File: config.mk
export PLATFORM = sky130hd
export DESIGN_NAME = ipt_ctrl
export DESIGN_NICKNAME = d
export VERILOG_FILES = /design/src/hdl/ipt_pkg.sv /design/src/hdl/ipt_ctrl.sv
export SDC_FILE = /design/constraint.sdc
export NUM_CORES = 1
export LEC_CHECK = 0
export BUFFER_PORTS_ARGS = -buffer_cell sky130_fd_sc_hd__clkbuf_2
export CAP_MARGIN = 40
export CORE_AREA = 2 2 39 41
export CTS_CLUSTER_SIZE = 25
export DETAILED_ROUTE_END_ITERATION = 7
export DIE_AREA = 0 0 41 43
export SYNTH_ARGS = -nofsm -noshare
export SYNTH_HDL_FRONTEND = slang
export SYNTH_SLANG_ARGS = --single-unit
File: constraint.sdc
create_clock -name aclk -period 1.4 [get_ports aclk]
set_input_delay 0.35 -clock aclk [delete_from_list [all_inputs] [get_ports aclk]]
set_output_delay 0.35 -clock aclk [all_outputs]
set_load 0.05 [all_outputs]
File: src/hdl/ipt_pkg.sv
// Shared types and constants for the inode policy table.
// Holds the command codes, the stored entry layout and the controller/datapath links.
// No dependencies.
package ipt_pkg;

    localparam int KEY_W       = 64;
    localparam int OPS_W       = 32;
    localparam int BLK_W       = 32;
    localparam int CMD_W       = 2;
    localparam int S_TDATA_W   = 232;
    localparam int M_TDATA_W   = 40;

    typedef enum logic [CMD_W-1:0] {
        CMD_ADD    = 2'd0,
        CMD_REMOVE = 2'd1,
        CMD_CLEAR  = 2'd2,
        CMD_LOOKUP = 2'd3
    } cmd_t;

    // One table slot as it is kept in memory.
    typedef struct packed {
        logic             valid;
        logic [KEY_W-1:0] device;
        logic [KEY_W-1:0] inode;
        logic [OPS_W-1:0] mask;
        logic [BLK_W-1:0] blk;
    } entry_t;

    localparam int ENTRY_W = $bits(entry_t);

    typedef enum logic [2:0] {
        ST_WIPE,
        ST_IDLE,
        ST_SCAN,
        ST_COMMIT,
        ST_RESP
    } state_t;

    typedef struct packed {
        logic load;
        logic scan;
        logic wipe;
        logic commit;
        logic respond;
    } dp_cmd_t;

    typedef struct packed {
        logic scan_end;
        logic wipe_last;
        logic out_busy;
    } dp_status_t;

endpackage

File: src/hdl/ipt_ctrl.sv
// Controller state machine of the inode policy table.
// Sequences wipe, scan, commit and response; depends on ipt_pkg.
module ipt_ctrl (
    input  logic                aclk,
    input  logic                aresetn,
    input  logic                s_tvalid,
    output logic                s_tready,
    input  ipt_pkg::cmd_t       s_cmd,
    input  ipt_pkg::dp_status_t dp_status,
    output ipt_pkg::dp_cmd_t    dp_cmd
);
    import ipt_pkg::*;

    state_t state_reg, state_next;
    logic   reply_reg, reply_next;

    always_ff @(posedge aclk) begin
        if (!aresetn) begin
            state_reg <= ST_WIPE;
            reply_reg <= 1'b0;
        end else begin
            state_reg <= state_next;
            reply_reg <= reply_next;
        end
    end

    always_comb begin
        state_next = state_reg;
        reply_next = reply_reg;
        s_tready   = 1'b0;
        dp_cmd     = '0;
        case (state_reg)
            ST_WIPE: begin
                dp_cmd.wipe = 1'b1;
                if (dp_status.wipe_last) begin
                    // A clear request answers once the sweep is done; the reset sweep does not.
                    state_next = reply_reg ? ST_RESP : ST_IDLE;
                    reply_next = 1'b0;
                end
            end
            ST_IDLE: begin
                s_tready = 1'b1;
                if (s_tvalid) begin
                    dp_cmd.load = 1'b1;
                    if (s_cmd == CMD_CLEAR) begin
                        state_next = ST_WIPE;
                        reply_next = 1'b1;
                    end else begin
                        state_next = ST_SCAN;
                    end
                end
            end
            ST_SCAN: begin
                dp_cmd.scan = 1'b1;
                if (dp_status.scan_end) begin
                    state_next = ST_COMMIT;
                end
            end
            ST_COMMIT: begin
                dp_cmd.commit = 1'b1;
                state_next    = ST_RESP;
            end
            ST_RESP: begin
                if (!dp_status.out_busy) begin
                    dp_cmd.respond = 1'b1;
                    state_next     = ST_IDLE;
                end
            end
            default: begin
                state_next = ST_IDLE;
            end
        endcase
    end

endmodule

# Yosys cells after proc, flatten, opt, wreduce, memory -nomap -nowiden

Index checks and enable logic that the tools add are counted.

Register bits: 4
Bits of input ports: 8
Output and inout port bits: 6
Word-level logic and storage cells: 35

Equal/unequal tests: 10
Mux-type cells: 19
Reduce and logical (&&, ||, !) cells: 4

Operators with widths:

| operator                                                         | number |
|---|---|
| 3-bit 2-to-1 mux                                                 | 5 |
| 3-bit one-hot mux with 5 select lines                            | 1 |
| 1-bit 2-to-1 mux                                                 | 11 |
| 2-bit inequality test (second input constant)                    | 5 |
| 4-bit AND reduction                                              | 2 |
| 3-bit by 2-bit == test with 1-bit output (second input constant) | 2 |
| 3-bit by 1-bit == test with 1-bit output (second input constant) | 1 |
| 3-bit == test (second input constant)                            | 1 |
| 3-bit zero test                                                  | 1 |
| 2-bit == test (second input constant)                            | 1 |
| 2-bit 2-to-1 mux                                                 | 1 |
| 1-bit one-hot mux with 2 select lines                            | 1 |
| 2-bit nonzero test                                               | 1 |

# Depth between registers and ports, before layout

Gate-level depths: netlist of the first run.

Word-level depth: 4
Depth in mapped cells: 4
Depth with buffers taken out: 3

# Least setup slack after synthesis of the first run

Ideal clock, no wire load.

Path kind: register to output
From: register state_reg[1]
To: output dp_cmd[0] (netlist bit)
Arrival: 2,111 ps
Required time: 1,050 ps
Slack: -1,061 ps
Cell stages (with the launch flop): 3
Path buffers: 1
Cell sequence: dfxtp_1 buf_6 nor4b_1

RTL lines:

| element                | line           | source |
|---|---|---|
| from (decl)            | ipt_ctrl.sv:14 | `state_t state_reg, state_next;` |
| from (signal assigned) | ipt_ctrl.sv:22 | `state_reg <= state_next;` |
| to (decl)              | ipt_ctrl.sv:10 | `output ipt_pkg::dp_cmd_t dp_cmd` |

==> metrics.txt, run 1 <==
total clock sinks=4; Bufs and invs on worst path=2; Cell Area, Synth=approximately 290 sq um; total core area=1380 sq um; Area Overhead vs Synth=103%; syn_area_per_cell=8.72 sq um; Synth async-reset ratio=0; simple-gate share of the synthesized area=0.448; multiplexer share of the synthesized area=0; initial antenna violation count=0; Die X=slightly above 40 um; GRT Total Usage=0.0954; Residual DRC=0; Post-synth EDFFs=0; root buffer cell=clkbuf_4; crit path DAT=1.11 ns; most common cell after layout, fill and taps aside=clkbuf_2; startpoint types=register; worst r2r dst=state_reg[0]; # rows=14; I/O Pins=14; Pwr Total=0.000483 W; final worst path period need=1.46 ns; Fmax=687 MHz; clk slew on worst S/H paths=~0.03 ns; Non-Filler Instances=71; Worst Reg2Reg Path Length in Cells=5; max-slew violations=0; area of the multi-input gates=233 sq um; die height=43 um; cells after synthesis=33; H-tree depth=1; main combinational cell family by area after synthesis=simple AND/OR/NAND/NOR gates; WS Path Type=register to output pin; synth warn=0; final setup violating endpoints=5; Max Clock Skew=0.00139 ns; MaxCap Viol Count=0; PortBufs=13; routed via count=316; CP delay by family, top=flip-flops; largest net degree at the start of global routing=11; most frequent cells in the layout=clkbuf_2, buf_4; DR WL/cell=a little under 10 um; Worst-Skew Late Latency=0.23 ns; first-pass GRT wire length=1.15 mm; status=finished, violations left; placed insts=64; Post-Synth XOR/XNOR Area=0; failing checks=setup timing; Pwr Density=828 nW/um^2; Slowest cell on crit path=dfxtp_4; Mapped Nets=41; Yosys cell types=21; cts hold-fix bufs=0; CP Cell Sequence=buf_8 -> nor3_4 -> buf_8; Via density=4.45; initial drt markers=0; drt pass-1 iters=1; Levels on crit path=3; hold crit path type=input pin to register; Seq/Total Area, Yosys=0.278; Main synth FF type=dfxtp_1; Final Cycle Share=1.04; Initial Util=0.208; Compound-Gate Fraction of Synth Area=0.157; fillcell total=150; Worst Setup SP=state_reg[1]; share of cells above drive strength 1=0.709; WL final=694 um; CP required=1.05 ns; R2R setup slack=0.16 ns; maximum vdd drop=0.000491 V; CTS Buf Count=3; vias in the first global route=about 300; R2R Path Start=state_reg[1]; slew at the pin closest to its max-slew limit=0.307 ns; Placed Area=between 400 and 500 sq um; ANT cells=0; crit path capture=dp_cmd[4]; max reg flops=3; slack of the critical path=-0.0558 ns; nets=65; dpl hpwl=583 um; Final Cell Area=583 sq um; remaining global-route overflow=0; slowest stage delay, CP=around 0.35 ns; Synth Area in Adders=0; Top cell by count, worst path=buf_8; CP endpoint kind=output pin; #FFs+latches synth=4; clk buf depth=2; CTS tree=yes; antenna viol nets, final=0; Seq. cell area=approximately 89 sq um; P_leak=0.233 nW; Fin. Hold Viols=0; Final GP Congestion=0.673; die area=1760 sq um; CP max FO=6; Slew HR=0.795; unrepaired setup endpoints after global routing=yes; hold slack=0.383 ns
-- power breakdown --
part / internal [W] / switching (W)
sequential: 0.000122 / 0.0000194
combinational: 0.000103 / 0.000101
clock: 0.0000955 / 0.0000420
total: 0.000321 / 0.000162
-- through the flow --
step | utilization | TNS (ns) | setup WS [ns]
after floorplan | - | -0.180 | -0.0853
after global placement | 0.342 | 0 | 0.0514
after detailed placement | 0.342 | 0 | 0.0484
after CTS | 0.416 | -0.341 | -0.0810
after global routing | 0.421 | -0.405 | -0.103
final | 0.421 | -0.178 | -0.0558
-- cell families (layout without fill, tap and decap cells) --
kind of cell | after synthesis | in the layout
AOI/OAI and AO/OA | 6 | 6
DFF | 4 | 4
buffers and inverters | 4 | 26
and+or+nand+nor | 19 | 19
-- layout make-up --
| type | instances | share of cell area |
|---|---|---|
| Clock buffer | 3 | 0.0386 |
| Multi-Input combinational cell | 25 | 0.399 |
| Timing Repair Buffer | 22 | 0.369 |
| Tap cell | 16 | 0.0343 |
| Inverter | 1 | 0.00644 |
| Sequential cell | 4 | 0.152 |
-- cells in the mapped netlist (2+ instances only) --
cell type  instances  area, sq um
buf_6              2         22.5
dfxtp_1            4         80.1
nand2_1            3         11.3
nor2_1             2         7.51
nor3_1             4         20.0
nor3b_1            2         15.0
o31a_1             2         17.5
-- metal layers --
metal  routed length [um]  share of wire  track usage
met1                  300           0.43        0.109
met2                  370           0.53        0.153
met3                   23          0.033       0.0314
met4                    0              0       0.0400
met5                    0              0            0
-- repair_timing --
| action | 4_1_cts | 5_1_grt |
|---|---|---|
| pin swaps | 4 | 3 |
| setup endpoints to repair | 6 | 6 |
| buffers inserted | 3 | 2 |
| gates resized for setup | 16 | 6 |
| gates cloned | 0 | 0 |
-- worst min path at each step --
| stage | start | to | cells after the start |
|---|---|---|---|
| 3_3_place_gp | aresetn | state_reg[2] | 2 |
| 5_1_grt | aresetn | state_reg[2] | 2 |
| 4_1_cts | aresetn | state_reg[2] | 2 |
| 6_report | aresetn | state_reg[2] | 2 |
| 2_1_floorplan | aresetn | state_reg[2] | 1 |
| 3_5_place_dp | aresetn | state_reg[2] | 2 |
(Power assumes the default switching activity.)
==> run 2: changes to the inputs <==
--- a/config.mk
+++ b/config.mk
@@ -14,3 +14,4 @@
 export SYNTH_ARGS = -nofsm -noshare
 export SYNTH_HDL_FRONTEND = slang
 export SYNTH_SLANG_ARGS = --single-unit
+export TNS_END_PERCENT = 5
==> metrics.txt, run 2 (synthesized netlist as in run 1, its figures left out) <==
R2R setup slack=0.16 ns (about the same); die area=1760 sq um (unchanged); vias in the first global route=313 (+2.0%); hold endpoint=state_reg[2]; routed via count=321 (+1.6%); slack of the critical path=-0.0727 ns (-0.0169 ns); Hold Path Cell Cnt=2 (unchanged); post-place setup slack=0.0327 ns (-0.0158 ns); unrepaired setup endpoints after global routing=yes; hold crit path type=input pin to register; MaxCap Viol Count=0 (unchanged); Worst-Skew Late Latency=0.25 ns (+0.02 ns); CP required=1.05 ns (about the same); final setup violating endpoints=5 (unchanged); dpl hpwl=594 um (+1.9%); Slew HR=0.706 (-0.0883); Hold Path Origin=aresetn; Area Overhead vs Synth=99.1%; Via density=4.46 (+0.17%); max reg flops=3 (unchanged); placed insts=67 (+4.7%); WS Path Type=register to output pin; clk slew on worst S/H paths=0.04 ns (about the same); Final Cell Area=573 sq um (-1.7%); PortBufs=13 (unchanged); Fmax=679 MHz (-1.1%); max-slew violations=0 (unchanged); H-tree depth=1 (unchanged); P_leak=0.236 nW (+1.1%); startpoint types=register; WL final=801 um (+15%); CP max FO=7 (+1); Final GP Congestion=0.677 (+0.53%); final core utilization=0.414 (-0.00723); largest net degree at the start of global routing=10 (-1); Pwr Density=869 nW/um^2 (+4.9%); Die X=41 um (unchanged); met3 Usage GRT=0.0314 (unchanged); CTS Buf Count=3 (unchanged); Max Clock Skew=0.00689 ns (+0.00550 ns); R2R Path Start=state_reg[1]; clk buf depth=2 (unchanged); final worst path period need=1.47 ns (+0.0169 ns); Final Cycle Share=1.05 (+0.0120); met1 usage=0.119 (+0.00926); CTS tree=yes; Residual DRC=0 (unchanged); initial drt markers=5 (+5); worst r2r dst=state_reg[0]; GRT Max-Usage Layer=met2; maximum vdd drop=0.000276 V (-44%); nets=66 (+1.5%); Fin. Hold Viols=0 (unchanged); GR met2 Demand/Resource=0.163 (+0.00937); first-pass GRT wire length=1.24 mm (+7.8%); failing checks=setup timing; share of cells above drive strength 1=0.679 (-0.0305); most common cell after layout, fill and taps aside=buf_4; slew at the pin closest to its max-slew limit=0.429 ns (+0.122 ns); # rows=14 (unchanged); GRT Total Usage=0.107 (+0.0119); Placed Area=450 sq um (-4.8%); initial antenna violation count=0 (unchanged); remaining global-route overflow=0 (unchanged); antenna viol nets, final=0 (unchanged); root buffer cell=clkbuf_4; I/O Pins=14 (unchanged); Non-Filler Instances=72 (+1.4%); most frequent cells in the layout=buf_4, clkbuf_2; DR WL/cell=11.1 um (+14%); CP endpoint kind=output pin; ANT cells=0 (unchanged); Initial Util=0.208 (unchanged); die height=43 um (unchanged); status=finished, violations left; crit path DAT=1.12 ns (about the same); Worst Reg2Reg Path Length in Cells=4 (-1); drt pass-1 iters=4 (+3); total clock sinks=4 (unchanged); total core area=1380 sq um (unchanged)
## run 2: cell types whose count changed in the layout (fill, tap and decap cells not counted), sizes merged
| cell | previous run | this run |
|---|---|---|
| buf | 13 | 14 |
## run 2: report_power, final
part           leakage, nW  total (W)  internal [W]  switching [W]
sequential          0.0337   0.000137      0.000122      0.0000146
clock               0.0138   0.000153     0.0000965      0.0000569
combinational        0.188   0.000207      0.000101       0.000106
total                0.236   0.000498      0.000320       0.000178
## run 2: worst max path at each step
stage / slack (ns) / end / from / cells past startpoint
after global routing: -0.11 / dp_cmd[0] / state_reg[1] / 3
after floorplan: -0.18 / dp_cmd[3] / state_reg[1] / 3
final: -0.07 / dp_cmd[2] / state_reg[0] / 3
after global placement: 0.04 / dp_cmd[2] / state_reg[2] / 3
after detailed placement: 0.03 / dp_cmd[4] / state_reg[0] / 3
after CTS: -0.08 / dp_cmd[2] / state_reg[0] / 3
## run 2: worst max-delay path, cell delays in order, from the launching register on
cell and delay (ns):
dfxtp_4 0.38, buf_6 0.13, nor3_4 0.19, buf_8 0.17
## run 2: layout make-up
| cell class | count | area [sq um] |
|---|---|---|
| Timing Repair Buffer | 23 | 210 |
| Clock buffer | 3 | 22.5 |
| Inverter | 1 | 3.75 |
| Fill cell | 141 | 811 |
| Sequential cell | 4 | 85.1 |
| Tap cell | 16 | 20.0 |
| Multi-Input combinational cell | 25 | 231 |
## run 2: what timing repair did
action | in CTS | in global routing
endpoints found under the setup margin | 6 | 6
gates resized for setup | 17 | 5
hold buffers | 0 | 0
pin swaps | 4 | 2
buffers inserted | 1 | 1
## run 2: through the flow
step | power [W] | setup TNS, ns | hold slack, ns
after CTS | 0.000486 | -0.398 | 0.373
final | 0.000498 | -0.323 | 0.376
after detailed placement | 0.000290 | 0 | 0.625
after floorplan | 0.000244 | -0.482 | 0.478
after global routing | 0.000517 | -0.560 | 0.392
after global placement | 0.000289 | 0 | 0.625
## run 2: routing by layer
metal | up-vias | share of wire
li1 | 167 | -
met1 | 142 | 0.42
met2 | 10 | 0.50
met3 | 2 | 0.054
met4 | 0 | 0.024
met5 | - | 0
